File: config.mk
export PLATFORM = sky130hd
export DESIGN_NAME = orc_cfg
export DESIGN_NICKNAME = d
export VERILOG_FILES = /design/src/hw/rtl/orc_pkg.sv /design/src/hw/rtl/orc_cfg.sv
export SDC_FILE = /design/constraint.sdc
export NUM_CORES = 1
export LEC_CHECK = 0
export BUFFER_PORTS_ARGS = -buffer_cell sky130_fd_sc_hd__buf_2
export CORE_UTILIZATION = 50
export DETAILED_ROUTE_END_ITERATION = 8
export PLACE_DENSITY = 0.79
export SLEW_MARGIN = 20
export SYNTH_ARGS = -nofsm -noshare
export SYNTH_HDL_FRONTEND = slang
export SYNTH_SLANG_ARGS = --single-unit
export TNS_END_PERCENT = 30
File: constraint.sdc
create_clock -name clk -period 1.5 [get_ports clk]
set_input_delay 0.225 -clock clk [delete_from_list [all_inputs] [get_ports clk]]
set_output_delay 0.225 -clock clk [all_outputs]
set_load 0.05 [all_outputs]
File: src/hw/rtl/orc_pkg.sv
// orc_pkg: shared types, register indexes and constants for the overload rate controller.
// No dependencies; imported by every orc_* module and the top level.
package orc_pkg;

    localparam int NUM_INTERFACES_DEF = 4;
    localparam int NUM_SPEED_REGS     = 4;
    localparam int SPEED_SEL_W        = $clog2(NUM_SPEED_REGS);

    localparam int CPU_W       = 14;
    localparam int THR_W       = 7;
    localparam int SPEED_W     = 17;
    localparam int BYTES_W     = 40;
    localparam int RAND_W      = 7;
    localparam int RATE_W      = 7;
    localparam int RUN_W       = 4;
    localparam int CFG_INDEX_W = 8;
    localparam int CFG_DATA_W  = 17;

    // limit pipeline: speed*thr, /100 by reciprocal, then byte threshold
    localparam int PROD_W         = SPEED_W + THR_W;
    localparam int DIV100_MULT_W  = 25;
    localparam int DIV100_SHIFT   = 31;
    localparam logic [DIV100_MULT_W-1:0] DIV100_MULT = 25'd21474837;
    localparam int LIMIT_W        = 18;
    localparam int QUOT_W         = 16;
    localparam int BYTE_LIM_W     = 36;
    localparam int MEGA_W         = 20;
    localparam logic [MEGA_W-1:0] MEGA = 20'd1000000;
    localparam int LIMIT_LATENCY  = 3;
    localparam int HOLD_W         = $clog2(LIMIT_LATENCY + 1);

    localparam logic [RATE_W-1:0] RISE_LOW   = 7'd5;
    localparam logic [RATE_W-1:0] RISE_HIGH  = 7'd2;
    localparam logic [RATE_W-1:0] RISE_KNEE  = 7'd20;
    localparam logic [RATE_W-1:0] STEP_BIG   = 7'd10;
    localparam logic [RATE_W-1:0] FALL_SMALL = 7'd1;
    localparam logic [RATE_W-1:0] RATE_MAX   = 7'd100;
    localparam logic [RUN_W-1:0]  RUN_MAX       = 4'd15;
    localparam logic [RUN_W-1:0]  OVERLOAD_KNEE = 4'd4;
    localparam logic [RUN_W-1:0]  CALM_KNEE     = 4'd5;

    localparam logic [THR_W-1:0]   CPU_THR_RST = 7'd80;
    localparam logic [THR_W-1:0]   NET_THR_RST = 7'd70;
    localparam logic [SPEED_W-1:0] SPEED_RST   = 17'd1000;

    localparam logic MODE_EVAL  = 1'b0;
    localparam logic MODE_QUERY = 1'b1;

    typedef enum logic [CFG_INDEX_W-1:0] {
        REG_CPU_THR = 8'd0,
        REG_NET_THR = 8'd1,
        REG_CTRL_EN = 8'd2,
        REG_SPEED_0 = 8'd3,
        REG_SPEED_1 = 8'd4,
        REG_SPEED_2 = 8'd5,
        REG_SPEED_3 = 8'd6
    } cfg_index_t;

    typedef struct packed {
        logic [THR_W-1:0]                         cpu_thr;
        logic [THR_W-1:0]                         net_thr;
        logic                                     ctrl_en;
        logic [NUM_SPEED_REGS-1:0][SPEED_W-1:0]   link_speed;
    } cfg_t;

endpackage

File: src/hw/rtl/orc_cfg.sv
// orc_cfg: configuration register file and post-write hold timer.
// Depends on orc_pkg.
module orc_cfg (
    input  logic                           clk,
    input  logic                           rst_n,
    input  logic                           cfg_valid,
    output logic                           cfg_ready,
    input  logic [orc_pkg::CFG_INDEX_W-1:0] cfg_index,
    input  logic [orc_pkg::CFG_DATA_W-1:0]  cfg_data,
    output orc_pkg::cfg_t                  cfg,
    output logic                           hold
);
    import orc_pkg::*;

    cfg_t                   cfg_reg, cfg_next;
    logic [HOLD_W-1:0]      hold_reg, hold_next;
    logic                   wr;
    logic [CFG_INDEX_W-1:0] idx_off;

    assign cfg_ready = 1'b1;
    assign wr        = cfg_valid & cfg_ready;
    assign idx_off   = cfg_index - CFG_INDEX_W'(REG_SPEED_0);

    always_comb
    begin
        cfg_next = cfg_reg;
        if (wr)
        begin
            unique case (cfg_index) inside
                REG_CPU_THR: cfg_next.cpu_thr = cfg_data[THR_W-1:0];
                REG_NET_THR: cfg_next.net_thr = cfg_data[THR_W-1:0];
                REG_CTRL_EN: cfg_next.ctrl_en = cfg_data[0];
                [REG_SPEED_0:REG_SPEED_3]:
                    cfg_next.link_speed[idx_off[SPEED_SEL_W-1:0]] = cfg_data[SPEED_W-1:0];
                default: cfg_next = cfg_reg;
            endcase
        end
    end

    // limits trail the registers by the lane pipeline depth
    always_comb
    begin
        if (wr)
            hold_next = HOLD_W'(LIMIT_LATENCY);
        else if (hold_reg != '0)
            hold_next = hold_reg - 1'b1;
        else
            hold_next = hold_reg;
    end

    always_ff @(posedge clk or negedge rst_n)
    begin
        if (!rst_n)
        begin
            cfg_reg.cpu_thr    <= CPU_THR_RST;
            cfg_reg.net_thr    <= NET_THR_RST;
            cfg_reg.ctrl_en    <= 1'b0;
            cfg_reg.link_speed <= {NUM_SPEED_REGS{SPEED_RST}};
            hold_reg           <= HOLD_W'(LIMIT_LATENCY);
        end
        else
        begin
            cfg_reg  <= cfg_next;
            hold_reg <= hold_next;
        end
    end

    assign cfg  = cfg_reg;
    assign hold = (hold_reg != '0);

endmodule

---- After elaboration in Yosys (flattened, before gate mapping) ----
Index checks and enable logic that the tools add are counted.
cells by class
  add/subtract/negate cells ............... 2
  multipliers ............................. 0
  div/mod/pow operators ................... 0
  $lt $le $gt $ge ......................... 4
  eq/ne operators ......................... 2
  shift operators ......................... 0
  mux-type cells .......................... 5
  bitwise gates (word level) .............. 0
  reduce and logical (&&, ||, !) cells .... 9
operators with widths
  kind                   number
  $bwmux W68             1
  $demux W17 S2          1
  $mux W17               1
  $eq A8 B1 Y1 const B   1
  $eq A8 B2 Y1 const B   1
  $ge A8 B2 Y1 const B   1
  $le A8 B3 Y1 const B   1
  $logic_not A8 Y1       1
  $reduce_and A2 Y1      4
  $mux W2                2
  $reduce_bool A2 Y1     2
  $lt A2 B3 Y1 const B   1
  $ge A2 B1 Y1 const B   1
  $logic_and A1 B1 Y1    2
  $sub A2 B1 Y2 const B  1
  $sub A2 B2 Y2 const B  1
storage, ports and cells
  flip-flop bits (word level) ............. 85
  latch bits .............................. 0
  memory bits (writable) .................. 0
  memory bits (read-only) ................. 0
  input bits .............................. 28
  output and inout port bits .............. 85
  memories kept ........................... 0

---- Depth between registers and ports, before layout ----
  depth in word-level cells ............... 6
  gate-level depth with buffers ........... 5
  gate-level depth less buffers ........... 5

---- Least setup slack after synthesis ----
Ideal clock, no wire load.
  kind .................................... input-to-reg
  start ................................... input port cfg_index[4] (netlist name)
  end ..................................... register cfg_reg, in the netlist cfg[51]
  setup time .............................. 125 ps
  arrival time ............................ 1649 ps
  setup slack ............................. -274 ps
  stages .................................. 5
  buffers on the path ..................... 2
  cells stage by stage .................... nor4b_4 o2111a_1 buf_6 buf_12 mux2_4
on the way
  longest elaborated chain between the ends .. 3
  elaborated cells between the ends (all ways) .. 4
  classes of those cells .................. order compare (2); reduce/logical (2)
ends and longest elaborated chain
  element                                                        line           text
  start: declaration                                             orc_cfg.sv:8   input logic [orc_pkg::CFG_INDEX_W-1:0] cfg_index,
  $ge A8 B2 Y1 (no source line) or $le A8 B3 Y1 (tied branches)  --
  $logic_and A1 B1 Y1 (no source line) (*)                       --
  $reduce_and A2 Y1 (no source line) (*)                         --
  end signal: assignment                                         orc_cfg.sv:63  cfg_reg <= cfg_next;
  end: declaration                                               orc_cfg.sv:15  cfg_t cfg_reg, cfg_next;
Every way passes the cells marked *; elsewhere a longest branch is shown, timed or not.
A chain may end at the register's enable or synchronous reset.

---- Worst setup path after layout ----
  start ................................... register hold_reg[0]
  end ..................................... output port hold
on the way
  longest elaborated chain between the ends .. 1
ends and longest elaborated chain
  element                   line           text
  start: declaration        orc_cfg.sv:16  logic [HOLD_W-1:0] hold_reg, hold_next;
  start signal: assignment  orc_cfg.sv:59  hold_reg <= HOLD_W'(LIMIT_LATENCY);
  start signal: assignment  orc_cfg.sv:64  hold_reg <= hold_next;
  $reduce_bool A2 Y1        orc_cfg.sv:69  assign hold = (hold_reg != '0);
  end: declaration          orc_cfg.sv:11  output logic hold
No other way between the ends.

==> flow_metrics.env <==
export IMPL_status="finished, violations left"
export IMPL_violations="setup timing"
export IMPL_worst_setup_path_start_kind="flip-flop"
export IMPL_grt_max_degree=34
export IMPL_synth_cell_types=25
export IMPL_synthCells=196
export IMPL_portBuffers=111
export IMPL_synthToLayoutAreaGrowth_pct=32.3
export IMPL_drtPass1Iterations=4
export IMPL_cts_sinks=85
export IMPL_via_per_inst=5.15
export IMPL_track_usage=0.217
export IMPL_grt_pass1_vias=2294
export IMPL_synth_area_leaders="dfrtp_1 (39%), dfstp_2 (23%), mux2_2 (17%), mux2_4 (13%), buf_6 (1.3%)"
export IMPL_synth_avg_cell_area_um2=17.8
export IMPL_ant_nets=0
export IMPL_final_util=0.685
export IMPL_yosysSeqAreaShare=0.620
export IMPL_final_cell_mix="buf_2 (109), dfrtp_1 (54), mux2_2 (53)"
export IMPL_period_share=1.02
export IMPL_finalMaxSlewViolations=0
export IMPL_grt_overflow_total=0
export IMPL_fin_skew_ns=0.00000652
export IMPL_pin_count=113
export IMPL_end_kind="output pin"
export IMPL_register_area_um2=2170
export IMPL_synth_area_um2=3500
export IMPL_multi_input_area_um2=1260
export IMPL_worst_path_max_fanout=2
export IMPL_clk_pin_slew_ns=0.09
export IMPL_core_area_um2=6760
export IMPL_fill_cells=503
export IMPL_setup_ws_ns=-0.0274
export IMPL_dp_hpwl_um=5270
export IMPL_numCtsBuffers=9
export IMPL_setup_viol=1
export IMPL_largest_register_ffs=83
export IMPL_drt_wirelength_per_cell_um=17.5
export IMPL_layout_commonest_cell="buf_2"
export IMPL_htreeDepth=3
export IMPL_drt_iter0_drc=72
export IMPL_arrival_ns=1.30
export IMPL_ys_seq_elements=85
export IMPL_routed_wirelength_um=7410
export IMPL_syn_nets=225
export IMPL_grt_setup_unrepaired="yes"
export IMPL_cts_tree="yes"
export IMPL_fp_dieH_um=85.6
export IMPL_synth_top_area_frac=0.387
export IMPL_root_buffer="clkbuf_8"
export IMPL_power_leakage_nw=2.55
export IMPL_maxCapViolations=0
export IMPL_setup_worst_path_class="reg -> out"
export IMPL_holdCritPathClass="in -> reg"
export IMPL_clkLatencyLatePin_ns=0.35
export IMPL_fp_row_count=30
export IMPL_die_w_um=85.6
export IMPL_diodes=0
export IMPL_worstPathRequired_ns=1.27
export IMPL_die_area_um2=7330
export IMPL_tns_ns=-0.0274
export IMPL_finalPower_mw=5.46
export IMPL_vias=2179
export IMPL_drcViolationCount=0
export IMPL_pwr_density_cell_nw_per_um2=1180
export IMPL_start_util=0.517
export IMPL_hold_violations=0
export IMPL_antenna_found_initial=0
export IMPL_yosysTopAreaCell="dfrtp_1"
export IMPL_nets=367
export IMPL_drive_gt1_frac=0.810
export IMPL_clockBufferDepth=2
export IMPL_grt_first_pass_wirelength_um=11800
export IMPL_min_period_ns=1.53
export IMPL_ys_warn_count=0
export IMPL_finalWeightedCongestion=0.769
export IMPL_peakVddDrop_mv=0.794
export IMPL_fmax_mhz=655
-- per-stage QoR --
step                setup WS (ns)  std cells  instance area [um2]  hold WS [ns]
floorplan                  -0.268        196                 3500       -0.0706
global placement          -0.0796        400                 4310         0.199
detailed placement        -0.0837        400                 4310         0.209
CTS                       -0.0196        423                 4620        0.0848
global route              -0.0606        423                 4630        0.0981
finish                    -0.0274        423                 4630         0.115
-- cell usage after synthesis --
cell      number
buf_12         1
buf_4          1
buf_6          4
conb_1         1
dfrtp_1       54
dfstp_2       31
ha_1           1
inv_1          3
mux2_2        53
mux2_4        30
mux2i_1        1
nand2b_1       1
nand3_1        1
nand3_2        1
nand3_4        1
nand4_2        1
nand4_4        2
nor2_1         2
nor2b_1        1
nor3_1         1
nor4b_4        1
o2111a_1       1
o21ba_2        1
or2_2          1
xor2_1         1
-- critical path, stage by stage, from the launching register on --
cell	delay, ns
dfstp_2	0.55
inv_2	0.05
ha_4	0.16
inv_4	0.05
buf_8	0.13
-- routing by layer --
metal | share of wire | global-route usage | wire length, um
met2 | 0.51 | 0.370 | 3790
met4 | 0.024 | 0.108 | 179
met3 | 0.036 | 0.0346 | 269
met1 | 0.43 | 0.270 | 3170
met5 | 0 | 0 | 0
-- layout make-up --
type                    count  share of cell area
flip-flops and latches     85               0.468
multi-input cells         102               0.273
repair buffers            137               0.184
clock buffers              10              0.0298
well taps                  80              0.0216
clock inverters             6              0.0203
inverters                   3             0.00298
-- repair_timing --
| item | in CTS | in global routing |
|---|---|---|
| setup endpoints to repair | 1 | 2 |
| buffers inserted | 6 | 0 |
| hold endpoints to repair | 12 | 0 |
| pin swaps | 1 | 0 |
| resized for setup | 8 | 2 |
| hold buffers | 1 | 0 |
-- logic make-up (layout without fill, tap and decap cells) --
kind of cell / after synthesis / count (layout) / share of synthesized area
muxes: 84 / 84 / 0.302
xor gates and xnor gates: 1 / 1 / 0.00251
adders and majority gates: 1 / 1 / 0.00358
other: 1 / 1 / 0.00107
AOI/OAI and AO/OA: 2 / 2 / 0.00608
and+or+nand+nor: 13 / 13 / 0.0408
DFF: 85 / 85 / 0.620
buffers and inverters: 9 / 156 / 0.0240
-- report_power, final --
part / leakage (nW) / internal [mW] / total [mW] / switching (mW)
sequential: 1.06 / 2.48 / 2.56 / 0.0783
clock: 0.107 / 0.994 / 1.83 / 0.832
combinational: 1.38 / 0.340 / 1.08 / 0.740
total: 2.55 / 3.81 / 5.46 / 1.65
-- final timing paths --
path / slack [ns] / to / cells past startpoint / startpoint
max: -0.03 / hold / 4 / hold_reg[0]$_DFFE_PN1P_
min: 0.12 / hold_reg[0]$_DFFE_PN1P_ / 2 / cfg_valid
max reg2reg: 0.07 / hold_reg[1]$_DFFE_PN1P_ / 8 / hold_reg[0]$_DFFE_PN1P_
min reg2reg: 0.51 / cfg[77]$_DFFE_PN0P_ / 1 / cfg[77]$_DFFE_PN0P_
max in group asynchronous: 0.50 / hold_reg[1]$_DFFE_PN1P_ / 3 / rst_n
min in group asynchronous: 0.37 / cfg[46]$_DFFE_PN0P_ / 2 / rst_n
(Power assumes the default switching activity.)
