`src/hw/rtl/orc_pkg.sv`:
```
// orc_pkg: shared types, register indexes and constants for the overload rate controller.
// No dependencies; imported by every orc_* module and the top level.
package orc_pkg;

    localparam int NUM_INTERFACES_DEF = 4;
    localparam int NUM_SPEED_REGS     = 4;
    localparam int SPEED_SEL_W        = $clog2(NUM_SPEED_REGS);

    localparam int CPU_W       = 14;
    localparam int THR_W       = 7;
    localparam int SPEED_W     = 17;
    localparam int BYTES_W     = 40;
    localparam int RAND_W      = 7;
    localparam int RATE_W      = 7;
    localparam int RUN_W       = 4;
    localparam int CFG_INDEX_W = 8;
    localparam int CFG_DATA_W  = 17;

    // limit pipeline: speed*thr, /100 by reciprocal, then byte threshold
    localparam int PROD_W         = SPEED_W + THR_W;
    localparam int DIV100_MULT_W  = 25;
    localparam int DIV100_SHIFT   = 31;
    localparam logic [DIV100_MULT_W-1:0] DIV100_MULT = 25'd21474837;
    localparam int LIMIT_W        = 18;
    localparam int QUOT_W         = 16;
    localparam int BYTE_LIM_W     = 36;
    localparam int MEGA_W         = 20;
    localparam logic [MEGA_W-1:0] MEGA = 20'd1000000;
    localparam int LIMIT_LATENCY  = 3;
    localparam int HOLD_W         = $clog2(LIMIT_LATENCY + 1);

    localparam logic [RATE_W-1:0] RISE_LOW   = 7'd5;
    localparam logic [RATE_W-1:0] RISE_HIGH  = 7'd2;
    localparam logic [RATE_W-1:0] RISE_KNEE  = 7'd20;
    localparam logic [RATE_W-1:0] STEP_BIG   = 7'd10;
    localparam logic [RATE_W-1:0] FALL_SMALL = 7'd1;
    localparam logic [RATE_W-1:0] RATE_MAX   = 7'd100;
    localparam logic [RUN_W-1:0]  RUN_MAX       = 4'd15;
    localparam logic [RUN_W-1:0]  OVERLOAD_KNEE = 4'd4;
    localparam logic [RUN_W-1:0]  CALM_KNEE     = 4'd5;

    localparam logic [THR_W-1:0]   CPU_THR_RST = 7'd80;
    localparam logic [THR_W-1:0]   NET_THR_RST = 7'd70;
    localparam logic [SPEED_W-1:0] SPEED_RST   = 17'd1000;

    localparam logic MODE_EVAL  = 1'b0;
    localparam logic MODE_QUERY = 1'b1;

    typedef enum logic [CFG_INDEX_W-1:0] {
        REG_CPU_THR = 8'd0,
        REG_NET_THR = 8'd1,
        REG_CTRL_EN = 8'd2,
        REG_SPEED_0 = 8'd3,
        REG_SPEED_1 = 8'd4,
        REG_SPEED_2 = 8'd5,
        REG_SPEED_3 = 8'd6
    } cfg_index_t;

    typedef struct packed {
        logic [THR_W-1:0]                         cpu_thr;
        logic [THR_W-1:0]                         net_thr;
        logic                                     ctrl_en;
        logic [NUM_SPEED_REGS-1:0][SPEED_W-1:0]   link_speed;
    } cfg_t;

endpackage

```
`src/hw/rtl/orc_core.sv`:
```
// orc_core: merges lane results, updates rate state, output register with skid.
// Depends on orc_pkg.
module orc_core #(
    parameter int LANES = orc_pkg::NUM_INTERFACES_DEF
) (
    input  logic                         clk,
    input  logic                         rst_n,
    input  logic                         item_valid,
    output logic                         item_stall,
    input  logic                         hold,
    input  logic                         mode,
    input  logic [orc_pkg::CPU_W-1:0]    cpu_rate,
    input  logic [orc_pkg::RAND_W-1:0]   random_value,
    input  logic [LANES-1:0]             lane_hit,
    input  orc_pkg::cfg_t                cfg,
    output logic                         result_valid,
    input  logic                         result_stall,
    output logic [orc_pkg::RATE_W-1:0]   load_rate,
    output logic                         reject
);
    import orc_pkg::*;

    logic [RATE_W-1:0] rate_reg, rate_next;
    logic [RUN_W-1:0]  orun_reg, orun_next;
    logic [RUN_W-1:0]  crun_reg, crun_next;
    logic [RUN_W-1:0]  orun_inc, crun_inc;
    logic [RATE_W:0]   rise_sum;
    logic [RATE_W-1:0] dec;
    logic              accept, cpu_hit, overloaded, rej_now, out_fire;

    logic              main_valid_reg, main_valid_next;
    logic [RATE_W-1:0] main_rate_reg, main_rate_next;
    logic              main_rej_reg, main_rej_next;
    logic              skid_valid_reg, skid_valid_next;
    logic [RATE_W-1:0] skid_rate_reg, skid_rate_next;
    logic              skid_rej_reg, skid_rej_next;

    assign item_stall = skid_valid_reg | hold;
    assign accept     = item_valid & ~item_stall;
    assign out_fire   = main_valid_reg & ~result_stall;

    assign cpu_hit    = $signed(cpu_rate) > $signed(CPU_W'(cfg.cpu_thr));
    assign overloaded = cpu_hit | (|lane_hit);
    assign rej_now    = (mode == MODE_QUERY) & cfg.ctrl_en & (rate_reg > random_value);

    assign orun_inc = (orun_reg == RUN_MAX) ? RUN_MAX : orun_reg + 1'b1;
    assign crun_inc = (crun_reg == RUN_MAX) ? RUN_MAX : crun_reg + 1'b1;
    assign rise_sum = {1'b0, rate_reg}
                    + {1'b0, (rate_reg < RISE_KNEE) ? RISE_LOW : RISE_HIGH}
                    + {1'b0, (orun_inc > OVERLOAD_KNEE) ? STEP_BIG : {RATE_W{1'b0}}};
    assign dec      = (crun_inc < CALM_KNEE) ? FALL_SMALL : STEP_BIG;

    always_comb
    begin
        rate_next = rate_reg;
        orun_next = orun_reg;
        crun_next = crun_reg;
        if (accept && mode == MODE_EVAL)
        begin
            if (overloaded)
            begin
                crun_next = '0;
                orun_next = orun_inc;
                rate_next = (rise_sum > {1'b0, RATE_MAX}) ? RATE_MAX : rise_sum[RATE_W-1:0];
            end
            else
            begin
                orun_next = '0;
                crun_next = crun_inc;
                rate_next = (rate_reg > dec) ? rate_reg - dec : '0;
            end
        end
    end

    always_comb
    begin
        main_valid_next = main_valid_reg;
        main_rate_next  = main_rate_reg;
        main_rej_next   = main_rej_reg;
        skid_valid_next = skid_valid_reg;
        skid_rate_next  = skid_rate_reg;
        skid_rej_next   = skid_rej_reg;
        if (skid_valid_reg)
        begin
            if (out_fire)
            begin
                main_rate_next  = skid_rate_reg;
                main_rej_next   = skid_rej_reg;
                skid_valid_next = 1'b0;
            end
        end
        else if (accept)
        begin
            if (!main_valid_reg || out_fire)
            begin
                main_valid_next = 1'b1;
                main_rate_next  = rate_next;
                main_rej_next   = rej_now;
            end
            else
            begin
                skid_valid_next = 1'b1;
                skid_rate_next  = rate_next;
                skid_rej_next   = rej_now;
            end
        end
        else if (out_fire)
        begin
            main_valid_next = 1'b0;
        end
    end

    always_ff @(posedge clk or negedge rst_n)
    begin
        if (!rst_n)
        begin
            rate_reg       <= '0;
            orun_reg       <= '0;
            crun_reg       <= '0;
            main_valid_reg <= 1'b0;
            skid_valid_reg <= 1'b0;
        end
        else
        begin
            rate_reg       <= rate_next;
            orun_reg       <= orun_next;
            crun_reg       <= crun_next;
            main_valid_reg <= main_valid_next;
            skid_valid_reg <= skid_valid_next;
        end
    end

    always_ff @(posedge clk)
    begin
        main_rate_reg <= main_rate_next;
        main_rej_reg  <= main_rej_next;
        skid_rate_reg <= skid_rate_next;
        skid_rej_reg  <= skid_rej_next;
    end

    assign result_valid = main_valid_reg;
    assign load_rate    = main_rate_reg;
    assign reject       = main_rej_reg;

`ifndef SYNTH
    a_rate_max: assert property (@(posedge clk) disable iff (!rst_n)
        rate_reg <= RATE_MAX)
        else $error("rate above maximum");
    a_skid_main: assert property (@(posedge clk) disable iff (!rst_n)
        skid_valid_reg |-> main_valid_reg)
        else $error("skid holds data while output empty");
    a_query_stable: assert property (@(posedge clk) disable iff (!rst_n)
        (accept && mode == MODE_QUERY) |=> $stable(rate_reg) && $stable(orun_reg))
        else $error("query changed state");
    a_runs_exclusive: assert property (@(posedge clk) disable iff (!rst_n)
        !(orun_reg != '0 && crun_reg != '0))
        else $error("both run counters nonzero");
    a_no_accept_hold: assert property (@(posedge clk) disable iff (!rst_n)
        hold |-> !accept)
        else $error("transaction accepted while limits settle");
`endif

endmodule
```
`config.mk`:
```
export PLATFORM = sky130hd
export DESIGN_NAME = orc_core
export DESIGN_NICKNAME = d
export VERILOG_FILES = /design/src/hw/rtl/orc_pkg.sv /design/src/hw/rtl/orc_core.sv
export SDC_FILE = /design/constraint.sdc
export NUM_CORES = 1
export LEC_CHECK = 0
export BUFFER_PORTS_ARGS = -buffer_cell sky130_fd_sc_hd__buf_2
export CAP_MARGIN = 20
export CORE_ASPECT_RATIO = 0.5
export CORE_UTILIZATION = 50
export DETAILED_ROUTE_END_ITERATION = 10
export PLACE_DENSITY = 0.86
export SYNTH_ARGS = -nofsm -noshare
export SYNTH_HDL_FRONTEND = slang
export SYNTH_SLANG_ARGS = --single-unit
```
`constraint.sdc`:
```
create_clock -name clk -period 8.6 [get_ports clk]
set_input_delay 0.86 -clock clk [delete_from_list [all_inputs] [get_ports clk]]
set_output_delay 0.86 -clock clk [all_outputs]
set_load 0.005 [all_outputs]
```
# ---- Yosys cells after proc, flatten, opt, wreduce, memory -nomap -nowiden
# Index checks and enable logic that the tools add are counted.
dict set report totals {
  regBits 33
  latch_bits 0
  mem_bits_rw 0
  romBits 0
  inputBits 114
  output_inout_bits 10
  elab_cells 72
  mem_count 0
}
dict set report classes {
  addsub 5
  multipliers 0
  div 0
  n_lt_le_gt_ge 7
  n_eq_ne 4
  n_shift 0
  muxes 26
  bitwise_logic 11
  n_reduce_logical 10
}
# operator count
set ops {}
lappend ops {{$mux W7} 8}
lappend ops {{$mux W4} 6}
lappend ops {{$gt A14 B8 Y1} 1}
lappend ops {{$mux W1} 11}
lappend ops {{$reduce_and A3 Y1} 3}
lappend ops {{$add A4 B1 Y4 const B} 2}
lappend ops {{$add A7 B3 Y8} 1}
lappend ops {{$add A8 B4 Y8} 1}
lappend ops {{$eq A4 B4 Y1 const B} 2}
lappend ops {{$gt A8 B7 Y1 const B} 1}
lappend ops {{$gt A7 B4 Y1} 1}
lappend ops {{$gt A7 B7 Y1} 1}
lappend ops {{$lt A7 B5 Y1 const B} 1}
lappend ops {{$sub A7 B4 Y7} 1}
lappend ops {{$reduce_bool A2 Y1} 3}
lappend ops {{$not A1 Y1} 5}
lappend ops {{$and A1 B1 Y1} 4}
lappend ops {{$gt A4 B3 Y1 const B} 1}
lappend ops {{$lt A4 B3 Y1 const B} 1}
lappend ops {{$reduce_or A4 Y1} 1}
lappend ops {{$mux W3} 1}
lappend ops {{$ne A2 B1 Y1 const B} 1}
lappend ops {{$ne A2 B2 Y1 const B} 1}
lappend ops {{$or A1 B1 Y1} 2}
lappend ops {{3 further kinds} 3}

# ---- Depth between registers and ports, before layout
dict set report depth {
  depth_word 12
  ltp_mapped 14
  mapped_depth_nobuf 14
}

# ---- Least setup slack after synthesis
# No wires, ideal clock.
dict set report synth_timing {
  kind {register to register}
  from {register orun_reg[0]}
  to {register skid_rate_reg[2] (data pin)}
  setup_time_ps 274
  t_arrival_ps 3361
  required_ps 8326
  path_slack_ps 4965
  path_stages_with_launch 15
  path_buffers 0
  synth_period_minus_slack_ps 3635
  path_cell_list {dfrtp_1 -> ha_1 -> nand2b_1 -> a21oi_1 -> nor3_1 -> o32a_1 -> fa_1 -> ha_1 -> fa_1 -> nand3_1 -> a21boi_0 -> a211oi_1 -> a41o_1 -> nor3b_1 -> o31ai_1}
}
dict set report synth_via {
  elab_chain_len 9
  elab_cells_between_ends 10
  cone_classes {add/sub (2); order compare (2); eq/ne (1); mux (5)}
}
# element line_no
set synth_rtl {}
lappend synth_rtl {{from (decl)} orc_core.sv:24} ;# logic [RUN_W-1:0] orun_reg, orun_next;
lappend synth_rtl {{from (signal assigned)} orc_core.sv:126} ;# orun_reg <= orun_next;
lappend synth_rtl {{$add A4 B1 Y4 / $eq A4 B4 Y1 (equally long branches)} orc_core.sv:46} ;# assign orun_inc = (orun_reg == RUN_MAX) ? RUN_MAX : orun_reg + 1'b1;
lappend synth_rtl {{$mux W4 *} orc_core.sv:46}
lappend synth_rtl {{$gt A4 B3 Y1 *} orc_core.sv:50} ;# + {1'b0, (orun_inc > OVERLOAD_KNEE) ? STEP_BIG : {RATE_W{1'b0}}};
lappend synth_rtl {{$mux W4 *} orc_core.sv:50}
lappend synth_rtl {{$add A8 B4 Y8 *} orc_core.sv:50}
lappend synth_rtl {{$gt A8 B7 Y1} orc_core.sv:64} ;# rate_next = (rise_sum > {1'b0, RATE_MAX}) ? RATE_MAX : rise_sum[RATE_W-1:0];
lappend synth_rtl {{$mux W7 *} orc_core.sv:64}
lappend synth_rtl {{$mux W7 *} orc_core.sv:60} ;# if (overloaded)
lappend synth_rtl {{$mux W7 *} orc_core.sv:58} ;# if (accept && mode == MODE_EVAL)
lappend synth_rtl {{via rate_next[2]} orc_core.sv:23} ;# logic [RATE_W-1:0] rate_reg, rate_next;
lappend synth_rtl {{to (signal assigned)} orc_core.sv:137} ;# skid_rate_reg <= skid_rate_next;
lappend synth_rtl {{to (decl)} orc_core.sv:35} ;# logic [RATE_W-1:0] skid_rate_reg, skid_rate_next;
# The timed path passes the listed nets; every way through them passes the cells marked *.
# A chain may end at the register's enable or synchronous reset.

# ---- Worst setup path in the final report
# Ends and elaborated chain as after synthesis.

==> impl_metrics.py <==
metrics = {
    "clock_tree": {
        "clk_pin_slew_ns": 0.07,
        "cts_resized": 0,
        "root_buffer": "clkbuf_8",
        "hold_buffers": 0,
        "clock_latency_ns": 0.29,
        "post_cts_buffers": 0,
        "cts_tree": "yes",
        "h-tree-depth": 2,
        "cts_made_buffers": 5,
        "clock_sinks": 33,
        "clockBufferDepth": 2,
    },
    "floorplanning": {
        "num_rows": 17,
        "core_mm2": 0.00459,
        "dieArea_mm2": 0.00530,
        "initial_utilization_pct": 54.3,
        "num_io_pins": 124,
        "die_x_um": 102,
        "die_y_um": 52.0,
    },
    "cells_and_area": {
        "syn_to_final_growth_pct": 16.5,
        "nNetsFinal": 465,
        "layout_commonest_cell": "buf_2",
        "drive_above_1_share_pct": 20.1,
        "multi_input_area_mm2": 0.00147,
        "final_cell_mix": "buf_2 (48), a21oi_1 (27), ha_1 (26)",
        "antenna_cells": 0,
        "fillers": 381,
        "seqCellArea_um2": 906,
    },
    "power_and_ir_drop": {
        "finalPower_mw": 1.11,
        "p_per_area_mw_per_mm2": 380,
        "p_leak_nw": 1.32,
        "peakVddDrop_uv": 171,
    },
    "global_route": {
        "grt_pass1_vias": 2257,
        "gr-usage-all-layers_pct": 25.2,
        "gr-total-overflow": 0,
        "antenna_found_initial": 0,
        "grt_pass1_wl_mm": 10.0,
        "grt_max_degree": 21,
    },
    "logic_synthesis": {
        "yosysTopAreaCellShare_pct": 19.2,
        "synth_area_per_cell_um2": 9.14,
        "synth_warnings": 0,
        "ys_async_sr_fraction_pct": 51.5,
        "syn-num-nets": 416,
        "syn_area_mm2": 0.00250,
        "synth_area_leader_cell": "edfxtp_1",
        "synth_edf_count": 16,
        "ys_seq_elements": 33,
        "netlist_instances": 273,
        "ys_seq_area_share_pct": 36.3,
        "post_synth_num_cell_types": 52,
        "ys.flop_type": "dfrtp_1",
        "synth_top_cells_by_area": "edfxtp_1 (19%), dfrtp_1 (17%), ha_1 (13%)",
    },
    "flow_run": {
        "drv_cap": 0,
    },
    "worst_setup_path": {
        "critPathLaunchType": "flip-flop",
        "crit_start": "orun_reg[0]",
        "crit_path_top_delay_cell": "fa_1",
        "arrival_ns": 4.17,
        "setup.worst_path.class": "flip-flop to flip-flop",
        "endpoint": "skid_rate_reg[2]",
        "worstPathCellList": "ha_1, nand2b_1, a21oi_1, nor3_1, o32a_1, fa_1, ha_1, fa_1, nand3_1, a21boi_0, a211oi_1, a41o_1, nor3b_1, o31ai_1",
        "slowest_delay_ns": 0.48,
        "ff2ff_path_depth": 14,
        "worst-r2r-setup-slack_ns": 4.44,
        "required_ns": 8.61,
        "rr_endpoint": "skid_rate_reg[2]",
        "r2r_start": "orun_reg[0]",
        "worstPathMaxFanout": 6,
        "end_kind": "flip-flop",
    },
    "timing": {
        "drv_slew": 0,
        "fin_crit_sh_pct": 48.3,
        "timing_hold_violations_final": 0,
        "max-slew-margin-rel_pct": 48.1,
        "tightest_slew_ns": 0.775,
        "min_period_ns": 4.16,
        "timing.hold.ws_ns": 0.499,
        "rsz0062_at_grt": "no",
        "finClkSkew_ns": 0.00569,
        "tns_ns": 0,
        "max_freq_mhz": 241,
        "setup_viol": 0,
    },
    "route": {
        "routed_wl_mm": 6.05,
        "drt_pass1_iterations": 4,
        "drc": 0,
        "routed-via-count": 2300,
        "drt_iter0_markers": 149,
        "antenna_left": 0,
        "viasPerCell": 5.91,
        "wl_per_cell_um": 15.5,
    },
    "placement": {
        "dp_hpwl_mm": 4.56,
        "gp_congestion": 0.914,
        "portBuffers": 48,
    },
    "status": {
        "status": "complete, no violations",
    },
    "worst_hold_path": {
        "hp-class": "input pin to asynchronous set/reset pin",
    },
}
## cell usage after synthesis, types with 3 or more instances
master and number:
fa_1 3, o31a_1 3, o211ai_1 3, a31oi_1 4, nor2b_1 3, inv_1 22, a21o_1 6, edfxtp_1 16
nor4_1 3, nand2b_1 5, a211oi_1 5, nand3_1 11, dfrtp_1 17, o31ai_1 6, o21ai_0 10, nor3b_1 3
o21ai_1 3, a21oi_1 27, nor2_1 25, clkbuf_1 7, nand2_1 19, ha_1 26, nor3_1 5
## critical path, delay by kind of cell (launching register included)
family	cells	cell delay, ns
AO/OA/AOI/OAI	6	1.17
AND/OR/NAND/NOR	4	0.72
flip-flops	1	0.44
adder cells (fa/ha/maj)	4	1.56
## stage by stage
| step | setup WS (ns) | utilization [%] | std cells | instance area, um^2 |
|---|---|---|---|---|
| after CTS | 4.47 | 63.2 | 388 | 2900 |
| after global placement | 4.63 | 60.7 | 379 | 2790 |
| final | 4.44 | 63.3 | 389 | 2910 |
| after floorplan | 4.97 | - | 273 | 2500 |
| after global routing | 4.19 | 63.3 | 389 | 2910 |
| after detailed placement | 4.53 | 60.8 | 380 | 2800 |
## power by group
| part | switching [mW] | internal (mW) |
|---|---|---|
| clock network | 0.0592 | 0.0855 |
| registers | 0.0642 | 0.224 |
| logic | 0.390 | 0.282 |
## how the worst min path moves through the flow
stage          slack (ns)      endpoint
5_1_grt              0.53   rate_reg[5]
6_report             0.50  result_valid
4_1_cts              0.51   rate_reg[3]
3_3_place_gp         0.51  load_rate[5]
3_5_place_dp         0.53  load_rate[5]
2_1_floorplan        0.50  load_rate[5]
## metal layers
metal	vias to the layer above	wire length (um)	global-route usage (%)
met1	1085	2650	30.5
li1	1113	-	-
met3	16	386	4.97
met2	86	2880	44.5
met5	-	0	0
met4	0	125	11.2
## area by class of cell
type | count | share of cell area [%]
Sequential cell | 33 | 31.1
Tap cell | 66 | 2.84
Timing Repair Buffer | 50 | 8.77
Multi-Input combinational cell | 209 | 50.6
Clock buffer | 6 | 2.49
Inverter | 23 | 2.97
Clock inverter | 2 | 1.16
## cells by family after synthesis
group | synth area share [%]
buffers and inverters | 4.71
xor gates and xnor gates | 1.40
muxes | 1.30
AOI/OAI and AO/OA | 23.1
DFF | 36.3
adders and majority gates | 15.4
and+or+nand+nor | 17.8
(Power assumes the default switching activity.)
