`src/hw/rtl/orc_pkg.sv`:
```
// orc_pkg: shared types, register indexes and constants for the overload rate controller.
// No dependencies; imported by every orc_* module and the top level.
package orc_pkg;

    localparam int NUM_INTERFACES_DEF = 4;
    localparam int NUM_SPEED_REGS     = 4;
    localparam int SPEED_SEL_W        = $clog2(NUM_SPEED_REGS);

    localparam int CPU_W       = 14;
    localparam int THR_W       = 7;
    localparam int SPEED_W     = 17;
    localparam int BYTES_W     = 40;
    localparam int RAND_W      = 7;
    localparam int RATE_W      = 7;
    localparam int RUN_W       = 4;
    localparam int CFG_INDEX_W = 8;
    localparam int CFG_DATA_W  = 17;

    // limit pipeline: speed*thr, /100 by reciprocal, then byte threshold
    localparam int PROD_W         = SPEED_W + THR_W;
    localparam int DIV100_MULT_W  = 25;
    localparam int DIV100_SHIFT   = 31;
    localparam logic [DIV100_MULT_W-1:0] DIV100_MULT = 25'd21474837;
    localparam int LIMIT_W        = 18;
    localparam int QUOT_W         = 16;
    localparam int BYTE_LIM_W     = 36;
    localparam int MEGA_W         = 20;
    localparam logic [MEGA_W-1:0] MEGA = 20'd1000000;
    localparam int LIMIT_LATENCY  = 3;
    localparam int HOLD_W         = $clog2(LIMIT_LATENCY + 1);

    localparam logic [RATE_W-1:0] RISE_LOW   = 7'd5;
    localparam logic [RATE_W-1:0] RISE_HIGH  = 7'd2;
    localparam logic [RATE_W-1:0] RISE_KNEE  = 7'd20;
    localparam logic [RATE_W-1:0] STEP_BIG   = 7'd10;
    localparam logic [RATE_W-1:0] FALL_SMALL = 7'd1;
    localparam logic [RATE_W-1:0] RATE_MAX   = 7'd100;
    localparam logic [RUN_W-1:0]  RUN_MAX       = 4'd15;
    localparam logic [RUN_W-1:0]  OVERLOAD_KNEE = 4'd4;
    localparam logic [RUN_W-1:0]  CALM_KNEE     = 4'd5;

    localparam logic [THR_W-1:0]   CPU_THR_RST = 7'd80;
    localparam logic [THR_W-1:0]   NET_THR_RST = 7'd70;
    localparam logic [SPEED_W-1:0] SPEED_RST   = 17'd1000;

    localparam logic MODE_EVAL  = 1'b0;
    localparam logic MODE_QUERY = 1'b1;

    typedef enum logic [CFG_INDEX_W-1:0] {
        REG_CPU_THR = 8'd0,
        REG_NET_THR = 8'd1,
        REG_CTRL_EN = 8'd2,
        REG_SPEED_0 = 8'd3,
        REG_SPEED_1 = 8'd4,
        REG_SPEED_2 = 8'd5,
        REG_SPEED_3 = 8'd6
    } cfg_index_t;

    typedef struct packed {
        logic [THR_W-1:0]                         cpu_thr;
        logic [THR_W-1:0]                         net_thr;
        logic                                     ctrl_en;
        logic [NUM_SPEED_REGS-1:0][SPEED_W-1:0]   link_speed;
    } cfg_t;

endpackage

```
`src/hw/rtl/orc_lane.sv`:
```
// orc_lane: per-interface byte limit pipeline and tx/rx overload compare.
// Depends on orc_pkg.
module orc_lane (
    input  logic                        clk,
    input  logic [orc_pkg::SPEED_W-1:0] link_speed,
    input  logic [orc_pkg::THR_W-1:0]   net_thr,
    input  logic [orc_pkg::BYTES_W-1:0] tx_bytes,
    input  logic [orc_pkg::BYTES_W-1:0] rx_bytes,
    output logic                        hit
);
    import orc_pkg::*;

    localparam int RECIP_W = PROD_W + DIV100_MULT_W;
    localparam int Q3_W    = LIMIT_W + 2;

    logic [PROD_W-1:0]     prod_reg, prod_next;
    logic [RECIP_W-1:0]    recip;
    logic [LIMIT_W-1:0]    limit_reg, limit_next;
    logic [Q3_W-1:0]       q3;
    logic [BYTE_LIM_W-1:0] byte_lim_reg, byte_lim_next;

    // floor(b/1e6)*8/3 > L  <=>  b >= 1e6 * ceil(3*(L+1)/8)
    assign prod_next     = PROD_W'(link_speed) * PROD_W'(net_thr);
    assign recip         = RECIP_W'(prod_reg) * RECIP_W'(DIV100_MULT);
    assign limit_next    = recip[DIV100_SHIFT +: LIMIT_W];
    assign q3            = (Q3_W'(limit_reg) + 1'b1) * Q3_W'(3) + Q3_W'(7);
    assign byte_lim_next = BYTE_LIM_W'(q3[3 +: QUOT_W]) * BYTE_LIM_W'(MEGA);

    always_ff @(posedge clk)
    begin
        prod_reg     <= prod_next;
        limit_reg    <= limit_next;
        byte_lim_reg <= byte_lim_next;
    end

    assign hit = (tx_bytes >= BYTES_W'(byte_lim_reg)) | (rx_bytes >= BYTES_W'(byte_lim_reg));

endmodule

```
`config.mk`:
```
export PLATFORM = sky130hd
export DESIGN_NAME = orc_lane
export DESIGN_NICKNAME = d
export VERILOG_FILES = /design/src/hw/rtl/orc_pkg.sv /design/src/hw/rtl/orc_lane.sv
export SDC_FILE = /design/constraint.sdc
export NUM_CORES = 1
export LEC_CHECK = 0
export ABC_CLOCK_PERIOD_IN_PS = 11450
export BUFFER_PORTS_ARGS = -buffer_cell sky130_fd_sc_hd__buf_2
export CAP_MARGIN = 40
export CORE_UTILIZATION = 45
export CTS_CLUSTER_DIAMETER = 60
export DETAILED_ROUTE_END_ITERATION = 10
export PLACE_DENSITY = 0.65
export SLEW_MARGIN = 20
export SYNTH_ARGS = -nofsm -noshare
export SYNTH_HDL_FRONTEND = slang
export SYNTH_SLANG_ARGS = --single-unit
```
`constraint.sdc`:
```
create_clock -name clk -period 11.45 [get_ports clk]
set_input_delay 1.7175 -clock clk [delete_from_list [all_inputs] [get_ports clk]]
set_output_delay 1.7175 -clock clk [all_outputs]
set_load 0.05 [all_outputs]
```
# == After elaboration in Yosys (flattened, before gate mapping) ==
# Index checks and enable logic that the tools add are counted.
# totals
register_bits,72
in_bits,105
output_inout_bits,1
elab_cells,12
# classes
add_sub_neg,2
n_mul,4
magnitude_cmp,2
n_bitwise,1
# op_table
operator,count
$ge 40x36->1,2
$mul 24x25->49 const B,1
$mul 16x14->30 const B,1
$mul 17x7->24,1
$add 18x1->19 const B,1
$add 19x3->19 const B,1
$mul 19x2->19 const B,1
$or 1x1->1,1

# == Logic depth before layout (Yosys ltp) ==
# Gate-level depths: netlist of run 1.
# logic_depth
ltp_word,4
depth_mapped,33
ltp_nobuf,33

# == Worst setup path before layout of run 1 ==
# OpenSTA, ideal clock, no wires.
# synth_path
path_kind,flip-flop to flip-flop
startpoint,register limit_reg[0]
endpoint,register byte_lim_reg[35]
setup_time_ns,0.072
arrival_ns,7.500
required_ns,11.378
setup_slack_ns,3.878
stages_incl_launch_ff,32
n_path_buf,1
period_less_slack_ns,7.572
cell_sequence,dfxtp_1 -> ha_1 -> nand2_1 -> nor2_1 -> nand2_1 -> xnor2_1 -> ha_1 -> ha_1 -> or3_1 -> o21ai_0 -> inv_1 -> and2_1 -> clkbuf_1 -> xnor2_4 -> xor2_1 -> fa_1 -> fa_1 -> inv_1 -> fa_1 -> inv_1 -> ha_1 -> ha_1 -> ha_1 -> nand4_1 -> nor2_1 -> a211oi_1 -> a2bb2oi_1 -> o31a_1 -> a211oi_1 -> o31a_1 -> o41ai_1 -> xnor2_1
# synth_between
elab_chain_cells,4
# synth_rtl
element,line,source
from (decl),orc_lane.sv:18,"logic [LIMIT_W-1:0] limit_reg, limit_next;"
from (signal assigned),orc_lane.sv:32,limit_reg <= limit_next;
$add 18x1->19,orc_lane.sv:26,assign q3 = (Q3_W'(limit_reg) + 1'b1) * Q3_W'(3) + Q3_W'(7);
$mul 19x2->19,orc_lane.sv:26,
$add 19x3->19,orc_lane.sv:26,
$mul 16x14->30,orc_lane.sv:27,assign byte_lim_next = BYTE_LIM_W'(q3[3 +: QUOT_W]) * BYTE_LIM_W'(MEGA);
named net byte_lim_next[35],orc_lane.sv:20,"logic [BYTE_LIM_W-1:0] byte_lim_reg, byte_lim_next;"
to (signal assigned),orc_lane.sv:33,byte_lim_reg <= byte_lim_next;
to (decl),orc_lane.sv:20,
# The timed path passes the listed nets, and every way through them passes these cells.

# == Worst setup path in the final report of run 1 ==
# Same ends and word-level chain as after synthesis.

==> metrics list, run 1 <==
* Least setup slack across all paths after layout: approximately 3000 ps
* Cell taking the most area after synthesis: sky130_fd_sc_hd__fa_1
* Area of the core: between 40000 and 50000 µm²
- Most frequent cells after synthesis: sky130_fd_sc_hd__inv_1, sky130_fd_sc_hd__ha_1, sky130_fd_sc_hd__fa_1, sky130_fd_sc_hd__nand2_1
- Clock skew on the completed layout was measured at between 9 and 10 ps.
- Once layout is complete, the utilization of the core stands at 49.5%.
* Pre-CTS setup slack: 3150 ps
- Critical path data arrival time: 8730 ps
* Total of max-cap violations: 0
- Unrepaired setup endpoints after global routing: false
- The floorplan has between 70 and 80 rows.
* Via count of the first global-routing pass: 15600
- Global-route total usage across every layer: approximately 20%
- The synthesized netlist occupies a cell area of 20500 µm².
* Setup TNS: 0 ps
- The initial antenna violation count came to 0.
- First-pass GRT wire length: 73.7 mm
- First-pass iteration count of the detailed router: 5
- Fmax: approximately 120 MHz
- Crit path max-delay cell type: sky130_fd_sc_hd__fa_1
* Total vias in the final route: 14400
- Bufs and invs on worst path: 5
* Gate count of the mapped netlist: about 2100
- Delay of the slowest cell on the worst path: between 500 and 600 ps
- The synthesized netlist contains 69 unique library cells.
- The initial utilization of the core area, before any placement, comes to about 46%.
- In the routed layout, each cell is associated on average with a via count of roughly 5.
* Clock-pin slew on the worst setup and hold paths: about 60 ps
* Top-Level Pins: between 100 and 150
- Synthesis produced a netlist with a net count of ~3000.
- After layout, the worst path uses 73.6% of the clock period.
- Number of synthesized flops with an enable pin: 0
- For this run, design rule violations remaining after detail routing come to 0.
- For this run, the number of Yosys warnings is 0.
* Post-DR wirelength/cell: around 15 µm
* Minimum period implied by the final worst setup slack: 8430 ps
* Main area contributors after synthesis: sky130_fd_sc_hd__fa_1, sky130_fd_sc_hd__ha_1, sky130_fd_sc_hd__inv_1, sky130_fd_sc_hd__dfxtp_1, sky130_fd_sc_hd__xnor2_1
- Number of hold buffers added after CTS: 0
- Entering global routing, the biggest net connects 18 pins.
- The count of buffers added on input and output ports is between 100 and 150.
* Final hold violation count: 0
- Number of buffers added by the clock tree synthesis step: 9
- Largest fanout on the critical path: 8
* Die X-Extent: ~220 µm
- Total half-perimeter wirelength after legalization and detailed placement: ~39 mm
- Buffer cell driving the clock tree root: sky130_fd_sc_hd__clkbuf_16
- Among cell families on the critical path, the largest total delay comes from adder cells.
* Register bit total from synthesis: 72
- Slew at the pin closest to its max-slew limit: approximately 970 ps
- Max-slew headroom at the worst pin: about a third
- Data on the critical path is required at its endpoint by roughly 12000 ps.
- The congestion estimate from routability-driven global placement came to 0.889.
* Avg Inst Size Synth: between 9 and 10 µm²
- Clk Latency, worst-skew pair: between 300 and 400 ps
* Sink Count: 72
- Antenna diode count: 0
- Element type at the critical path start: flip-flop
- The number of gates resized after CTS was 0.
* Yosys top cell area share: 31.2%
- The H-tree was split into 3 levels.
* Cell with the most instances after synthesis: sky130_fd_sc_hd__inv_1
* Floorplan die height: 215 µm
- The share of the Yosys chip area taken by registers is between 7 and 8%.
- The number of max-slew violations in the final report is 0.
- Setup violations remaining at the end of the flow were counted as 0.
- The total overflow left after global routing is 0.
- The worst setup path is captured at a flip-flop.
- The flow ran to the end, and the final reports show no timing, DRC or antenna violations.
* Maximum number of buffers from clock root to sink: 2
* Post-CTS setup repair buffer count: 0
- TritonCTS built the clock tree.
* Proportion of synthesized flip-flops having asynchronous set or reset: 0%
- Area overhead of the layout relative to synthesis: 7.65%
- The die covers approximately 46000 µm².
- Number of nets in the layout: about 3200
- Summed over all layers, the routed wires come to between 40 and 50 mm.
* Worst setup path category: flip-flop to flip-flop
* Share of layout cells above drive strength 1: ~6.7%
* Dominant synthesized flop cell: sky130_fd_sc_hd__dfxtp_1
* Number of routed nets with antenna violations: 0
- Detailed router's first-iteration violation count: around 470
* Class of the worst hold path: flip-flop to flip-flop
- The register with the most flip-flops in the layout has 30 of them.
- In this design, the critical path's most frequently occurring cell is sky130_fd_sc_hd__ha_1.
-- logic make-up (layout without fill, tap and decap cells) --
logic type                 Yosys count  count (layout)  synth area share [%]
xor gates and xnor gates           120             120                  5.42
AOI/OAI and AO/OA                  266             266                  8.75
buffers and inverters              508             623                  9.31
adders and majority gates          815             815                  61.4
muxes                                2               2                 0.122
and+or+nand+nor                    342             342                  7.95
DFF                                 72              72                  7.03
-- stage by stage --
step           hold slack [ps]  std cells  area (µm²)
2_1_floorplan              785       2125       20500
4_1_cts                    744       2832       22100
5_1_grt                    799       2832       22100
3_3_place_gp               971       2811       21700
6_report                   729       2832       22100
3_5_place_dp               744       2816       21800
-- placed cells by master (no fill, tap or decap), types with 4 or more instances in the layout --
cell	Yosys	final
sky130_fd_sc_hd__nor2_1	61	61
sky130_fd_sc_hd__o21ai_0	42	42
sky130_fd_sc_hd__nand3_1	27	27
sky130_fd_sc_hd__or3_1	6	6
sky130_fd_sc_hd__nand2b_1	6	6
sky130_fd_sc_hd__nor2b_1	10	10
sky130_fd_sc_hd__a211oi_1	14	14
sky130_fd_sc_hd__nor3_1	19	19
sky130_fd_sc_hd__nand4_1	18	18
sky130_fd_sc_hd__buf_4	0	5
sky130_fd_sc_hd__and3_1	7	7
sky130_fd_sc_hd__nor4_1	4	4
sky130_fd_sc_hd__o22ai_1	6	6
sky130_fd_sc_hd__fa_1	319	319
sky130_fd_sc_hd__a31oi_1	5	5
sky130_fd_sc_hd__and2_1	44	44
sky130_fd_sc_hd__buf_2	1	106
sky130_fd_sc_hd__nand2_1	126	126
sky130_fd_sc_hd__o211ai_1	5	5
sky130_fd_sc_hd__a21oi_1	76	76
sky130_fd_sc_hd__xnor2_1	76	76
sky130_fd_sc_hd__xor2_1	39	39
sky130_fd_sc_hd__o41ai_1	7	7
sky130_fd_sc_hd__clkbuf_16	0	9
sky130_fd_sc_hd__ha_1	493	493
sky130_fd_sc_hd__o31ai_1	13	13
sky130_fd_sc_hd__inv_1	494	494
sky130_fd_sc_hd__o21a_1	7	7
sky130_fd_sc_hd__o21bai_1	5	5
sky130_fd_sc_hd__dfxtp_1	72	72
sky130_fd_sc_hd__a21o_1	52	52
-- metal layers --
metal / share of wire (%) / GRT usage [%] / vias up
li1: - / - / 7117
met1: 44 / 23.8 / 7010
met2: 51 / 36.1 / 226
met3: 3.2 / 2.54 / 41
met4: 1.7 / 4.75 / 0
met5: 0 / 0 / -
-- worst reg2reg max path: cells and delay by family (launching register included) --
family	cells	cell delay (ps)
AND/OR/NAND/NOR	6	1230
adder cells (fa/ha/maj)	10	3710
XOR/XNOR	3	740
flip-flops	1	360
buffers and inverters	5	370
AO/OA/AOI/OAI	8	1980
-- path summary, 6_finish.rpt --
check / startpoint / endpoint / slack, ps / depth (start not counted)
max: limit_reg[0] / byte_lim_reg[35] / 3020 / 32
max reg2reg: limit_reg[0] / byte_lim_reg[35] / 3020 / 32
min reg2reg: limit_reg[0] / byte_lim_reg[6] / 730 / 2
min: limit_reg[0] / byte_lim_reg[6] / 730 / 2
-- final cells by class --
cell class | instances | area [µm²]
inverter | 496 | 1860
tap | 592 | 741
timing repair buffer | 111 | 568
clock inverter | 7 | 80.1
clock buffer | 9 | 225
sequential | 72 | 1440
fill | 4171 | 22500
multi-input combinational | 1545 | 17100
Power of run 1 is left out: the tool's default activity adds up to more than one toggle a clock period on the data nets, which glitch-free logic cannot reach.
==> run 2, diff against run 1 <==
--- a/config.mk
+++ b/config.mk
@@ -5,7 +5,7 @@
 export SDC_FILE = /design/constraint.sdc
 export NUM_CORES = 1
 export LEC_CHECK = 0
-export ABC_CLOCK_PERIOD_IN_PS = 11450
+export ABC_CLOCK_PERIOD_IN_PS = 8700
 export BUFFER_PORTS_ARGS = -buffer_cell sky130_fd_sc_hd__buf_2
 export CAP_MARGIN = 40
 export CORE_UTILIZATION = 45
==> constraint.sdc (replaced) <==
create_clock -name clk -period 8.7 [get_ports clk]
set_input_delay 1.305 -clock clk [delete_from_list [all_inputs] [get_ports clk]]
set_output_delay 1.305 -clock clk [all_outputs]
set_load 0.05 [all_outputs]
==> run 2 against run 1 <==
Compared with the run above:
- worst setup slack lost 2500 ps
- critical path type unchanged
- sequential share of layout area is essentially flat
- register-to-register slack got worse by 2500 ps
==> metrics list, run 2 (synthesis results as in run 1) <==
- In this design, the critical path's most frequently occurring cell is sky130_fd_sc_hd__ha_1.
* Max-slew violation count: 0 (unchanged)
- First-pass iteration count of the detailed router: 5 (unchanged)
- H-tree levels: 3 (unchanged)
- Initial Utilization: 45.9% (unchanged)
* Final hold violation count: 0 (unchanged)
- Number of nets in the layout: 3157 (+0.16%)
- Slew at the pin closest to its max-slew limit: 801 ps (-166 ps)
- The number of global-route vias before repair was 15800 (+1.3%).
* Row count: 77 (unchanged)
* Number of remaining DRC errors: 0 (unchanged)
* Number of antenna violations at the first check in global routing: 0 (unchanged)
- The count of inserted antenna diode cells came to 0 (unchanged).
* TritonCTS clock tree: built
- Data required time at the worst endpoint: 8990 ps (-2770 ps)
- The final critical-path share of the clock period is 93.5% (+20 points).
* Commonest cells after routing, fill and taps aside: sky130_fd_sc_hd__inv_1, sky130_fd_sc_hd__ha_1, sky130_fd_sc_hd__fa_1
- The library cell used most frequently in the layout, excluding fill and tap cells, is sky130_fd_sc_hd__inv_1.
- Area overhead of the layout relative to synthesis: 7.96%
- The count of max-cap constraint violations is 0 (unchanged).
* Crit path max-delay cell type: sky130_fd_sc_hd__fa_1
- Crit. End Element: flip-flop
- GRT Residual Overflow: 0 (unchanged)
- The aggregate global-route resource usage is 19.7% (+0.15 points).
- Minimum period implied by the final worst setup slack: 8140 ps (-289 ps)
- Drt total wl: 42.9 mm (-0.13%)
* Routability cong.: 0.895 (+0.72%)
- Fmax: 123 MHz (+3.5%)
* Total half-perimeter wirelength after legalization and detailed placement: 38.9 mm (+0.78%)
* Unrepaired setup endpoints after global routing: false
- Number of routed nets with antenna violations: 0 (unchanged)
- Number of filler instances in the final layout: 4155 (-0.38%)
- Worst setup path category: flip-flop to flip-flop
* Floorplan die height: 215 µm (unchanged)
* Detailed router's first-iteration violation count: 357 (-25%)
- Element type at the critical path start: flip-flop
- Clk Latency, worst-skew pair: 370 ps (about the same)
* Top-Level Pins: 106 (unchanged)
* Delay of the slowest cell on the worst path: 530 ps (about the same)
- Maximum number of buffers from clock root to sink: 2 (unchanged)
* Sink Count: 72 (unchanged)
* Max-slew headroom at the worst pin: 46.2% (+12 points)
* Worst path top cell family by delay: adder cells
* Post-DR wirelength/cell: 15.1 µm (-0.31%)
- First-pass GRT wire length: 74.2 mm (+0.61%)
- Number of buffers inserted by port buffering: 105 (unchanged)
* Total vias in the final route: 14400 (+0.014%)
- The tightest min-delay check is of the flip-flop to flip-flop type.
- Post-CTS setup repair buffer count: 0 (unchanged)
- The post-cts hold buffer count is 0 (unchanged).
- Total of endpoints with negative setup slack in the final report: 0 (unchanged)
- The placeable core area is 44600 µm² (unchanged).
- The die span in x came to 215 µm (unchanged).
* Bufs and invs on worst path: 5 (unchanged)
* Pin count of the biggest net entering global routing: 18 (unchanged)
- Setup TNS: 0 ps (unchanged)
- Total die area: 46400 µm² (unchanged)
- Number of resized instances in the post-cts repair step: 0 (unchanged)
- Largest fanout on the critical path: 8 (unchanged)
- Number of buffers added by the clock tree synthesis step: 9 (unchanged)
- The run finished with clean final reports.
- The clock transition at the register clock pins on the worst setup and hold paths after CTS is 60 ps (about the same).
* Per-cell via count in the routed design: 5.07 (-0.16%)
- The share of layout cells above drive strength 1 is 6.86% (+0.21 points).
- The number of flip-flops in the largest register came to 30 (unchanged).
* Buffer cell driving the clock tree root: sky130_fd_sc_hd__clkbuf_16
- The arrival time of the worst setup path came to 8430 ps (-300 ps).
* Worst clock skew: 9.65 ps (-0.221 ps)
-- run 2: cell types whose count changed in the layout (fill, tap and decap cells not counted) --
| cell | before | now |
|---|---|---|
| sky130_fd_sc_hd__inv_8 | 1 | 0 |
| sky130_fd_sc_hd__buf_4 | 5 | 10 |
| sky130_fd_sc_hd__clkinv_4 | 2 | 0 |
| sky130_fd_sc_hd__clkinvlp_4 | 1 | 3 |
| sky130_fd_sc_hd__clkinv_2 | 1 | 0 |
| sky130_fd_sc_hd__buf_2 | 106 | 105 |
| sky130_fd_sc_hd__bufinv_16 | 1 | 2 |
| sky130_fd_sc_hd__clkbuf_8 | 0 | 1 |
| sky130_fd_sc_hd__clkbuf_2 | 0 | 1 |
-- run 2: final timing paths --
kind / startpoint / to / cells after the start / slack (ps)
worst min register to register: limit_reg[0] / byte_lim_reg[6] / 3 / 850
worst max register to register: limit_reg[2] / byte_lim_reg[35] / 31 / 560
worst max-delay path: limit_reg[2] / byte_lim_reg[35] / 31 / 560
worst min-delay path: limit_reg[0] / byte_lim_reg[6] / 3 / 850
-- run 2: worst reg2reg max path: cells and delay by family (launching register included) --
family | cells | cell delay, ps
xor+xnor | 3 | 770
buf+inv | 5 | 350
flops | 1 | 410
fa+ha+maj | 9 | 3460
simple gates | 6 | 1250
compound gates | 8 | 1850
-- run 2: routing by layer --
layer | wire (µm) | global-route usage [%]
met1 | 18800 | 24.0
met2 | 21900 | 35.9
met3 | 1210 | 2.28
met4 | 962 | 6.10
met5 | 0 | 0
-- run 2: layout make-up --
type | instances | area (µm²) | area share [%]
multi-input cells | 1545 | 17100 | 77.5
clock buffers | 10 | 239 | 1.08
well taps | 592 | 741 | 3.35
repair buffers | 116 | 606 | 2.74
flip-flops and latches | 72 | 1440 | 6.52
clock inverters | 6 | 91.3 | 0.413
inverters | 496 | 1860 | 8.42
-- run 2: per-stage QoR --
| stage | setup slack, ps | instances | cell area [µm²] | hold slack, ps | util (%) |
|---|---|---|---|---|---|
| after global routing | 10.1 | 2837 | 22100 | 885 | 49.6 |
| after CTS | 520 | 2836 | 22100 | 858 | 49.6 |
| after global placement | 736 | 2819 | 21800 | 859 | 48.8 |
| final | 562 | 2837 | 22100 | 851 | 49.6 |
| after detailed placement | 580 | 2820 | 21800 | 853 | 48.8 |
| after floorplan | 1130 | 2125 | 20500 | 785 | - |
Power of run 2 is left out for the same reason.
==> run 3, diff against run 2 <==
--- a/config.mk
+++ b/config.mk
@@ -11,6 +11,7 @@
 export CORE_UTILIZATION = 45
 export CTS_CLUSTER_DIAMETER = 60
 export DETAILED_ROUTE_END_ITERATION = 10
+export GPL_TIMING_DRIVEN = 0
 export PLACE_DENSITY = 0.65
 export SLEW_MARGIN = 20
 export SYNTH_ARGS = -nofsm -noshare
==> run 3 against run 2 <==
Compared with the run above:
- via count grew 0.81%
- core utilization is 0.24 points higher
- clock skew down 3.9 ps
- maximum frequency fell by 1.3%
- critical endpoint unchanged
- largest cell class unchanged
==> metrics list, run 3 (synthesis results as in run 1) <==
* Row count: 77 (unchanged)
- Crit. End Element: flip-flop
* Number of filler instances in the final layout: 4144 (-0.26%)
* Minimum period implied by the final worst setup slack: 8240 ps (+104 ps)
* Routability cong.: 0.937 (+4.7%)
- Die X-Extent: 215 µm (unchanged)
* Crit path max-delay cell type: sky130_fd_sc_hd__xor2_1
- The placeable core area was 44600 µm² (unchanged).
- The I/O pin count was 106 (unchanged).
* Clk Latency, worst-skew pair: 370 ps (about the same)
- Sink Count: 72 (unchanged)
- Number of remaining DRC errors: 0 (unchanged)
- Share of layout cells above drive strength 1: 7.04% (+0.18 points)
* Area overhead of the layout relative to synthesis: 8.48%
- Class of the worst hold path: flip-flop to flip-flop
- The upper clock frequency limit was 121 MHz (-1.3%).
- The hold violation total from the final report came to 0 (unchanged).
* Post-DR wirelength/cell: 15.3 µm (+0.86%)
- Post-route worst hold slack: 733 ps (-118 ps)
- The transition time at the pin with the least slew margin was 867 ps (+66.7 ps).
* Utilization after layout: 49.8% (+0.24 points)
- Placed instance area: 21800 µm² (about the same)
- The H-tree depth came to 3 (unchanged).
- Clock-pin slew on the worst setup and hold paths: 60 ps (about the same)
- Largest register FFs: 30 (unchanged)
* Element type at the critical path start: flip-flop
- Period utilisation layout: 94.7% (+1.2 points)
- Antenna diode count: 0 (unchanged)
* Max-slew violation count: 0 (unchanged)
- Detailed router's first-iteration violation count: 553 (+55%)
- Delay of the slowest cell on the worst path: 600 ps (+70 ps)
- The setup skew after layout is 5.77 ps (-3.88 ps).
- Floorplan die height: 215 µm (unchanged)
- The per-cell via count in the routed design came to 5.09 (+0.35%).
* Number of antenna violations at the first check in global routing: 0 (unchanged)
- The final cell area excluding filler cells came to 22200 µm² (+0.49%).
- The post-route worst setup slack was 459 ps (-104 ps).
- Total of endpoints with negative setup slack in the final report: 0 (unchanged)
- The number of port buffers was 105 (unchanged).
* Largest fanout on the critical path: 8 (unchanged)
* Total vias in the final route: 14500 (+0.81%)
- Total half-perimeter wirelength after legalization and detailed placement: 38.7 mm (-0.34%)
- Worst setup path category: flip-flop to flip-flop
- GRT Residual Overflow: 0 (unchanged)
- Initial Utilization: 45.9% (unchanged)
- Cell type with the highest occurrence count on the critical path: sky130_fd_sc_hd__ha_1
- The worst setup slack for register-to-register paths was 460 ps (-100 ps).
* Pin count of the biggest net entering global routing: 14 (-4)
- Critical path data arrival time: 8540 ps (+110 ps)
- The run finished with clean final reports.
* Pre-CTS setup slack: 63.4 ps (-516 ps)
* Number of buffers added by the clock tree synthesis step: 9 (unchanged)
- The number of global-route vias before repair was 15400 (-2.6%).
- TritonCTS built the clock tree.
* First-pass iteration count of the detailed router: 5 (unchanged)
- The worst slew margin relative to its limit is 41.4% (-4.8 points).
- The library cell used most frequently in the layout, excluding fill and tap cells, is sky130_fd_sc_hd__inv_1.
* Drt total wl: 43.5 mm (+1.3%)
- Total of max-cap violations: 0 (unchanged)
- The aggregate global-route resource usage was 19.7% (+0.037 points).
- First-pass GRT wire length: 73.6 mm (-0.73%)
* Maximum number of buffers from clock root to sink: 2 (unchanged)
- The required time of the critical path is 9000 ps (about the same).
* Commonest cells after routing, fill and taps aside: sky130_fd_sc_hd__inv_1, sky130_fd_sc_hd__ha_1, sky130_fd_sc_hd__fa_1
- The number of nets in the layout came to 3170 (+0.41%).
- Buffer cell driving the clock tree root: sky130_fd_sc_hd__clkbuf_16
- The number of nets with antenna violations after detailed routing came to 0 (unchanged).
- The die area is 46400 µm² (unchanged).
run 3: changes by cell type in the layout (fill, tap and decap cells not counted), sizes merged:
cell | previous run | this run
clkinvlp | 3 | 0
inv | 497 | 498
clkbuf | 11 | 22
bufinv | 2 | 4
buf | 115 | 117
run 3: worst paths after layout:
path	from	endpoint	cells past startpoint
worst max-delay path	limit_reg[0]	byte_lim_reg[35]	31
worst min-delay path	limit_reg[0]	byte_lim_reg[6]	2
worst max register to register	limit_reg[0]	byte_lim_reg[35]	31
worst min register to register	limit_reg[0]	byte_lim_reg[6]	2
run 3: layer usage:
layer / wire length [µm] / vias to the layer above / track usage, %
met3: 1780 / 49 / 3.13
li1: - / 7132 / -
met4: 873 / 0 / 5.04
met5: 0 / - / 0
met1: 18700 / 7084 / 24.2
met2: 22100 / 247 / 35.6
run 3: area by class of cell:
cell class                      instances  area (µm²)  area share (%)
Buffer                                 12        46.3           0.208
Clock buffer                           10         229            1.03
Clock inverter                          6         138           0.619
Inverter                              496        1860            8.38
Multi-Input combinational cell       1545       17200            77.2
Sequential cell                        72        1440            6.48
Tap cell                              592         741            3.33
Timing Repair Buffer                  117         606            2.72
run 3: through the flow:
| stage | setup TNS (ps) | std cells |
|---|---|---|
| final | 0 | 2850 |
| after CTS | 0 | 2842 |
| after global routing | -27.6 | 2850 |
| after global placement | 0 | 2822 |
| after floorplan | 0 | 2125 |
| after detailed placement | 0 | 2826 |
run 3: what timing repair did:
item,4_1_cts,5_1_grt
hold buffers,0,0
resized for setup,1,4
gates cloned,0,0
pin swaps,0,2
endpoints found under the hold margin,0,0
setup endpoints to repair,1,5
buffers inserted,0,6
run 3: worst max-delay path: cells and delay by family (launching register included):
kind / cells / cell delay, ps
fa+ha+maj: 10 / 3650
compound gates: 9 / 2300
xor+xnor: 4 / 1120
simple gates: 4 / 500
flops: 1 / 370
buf+inv: 4 / 200
Power of run 3 is left out for the same reason.
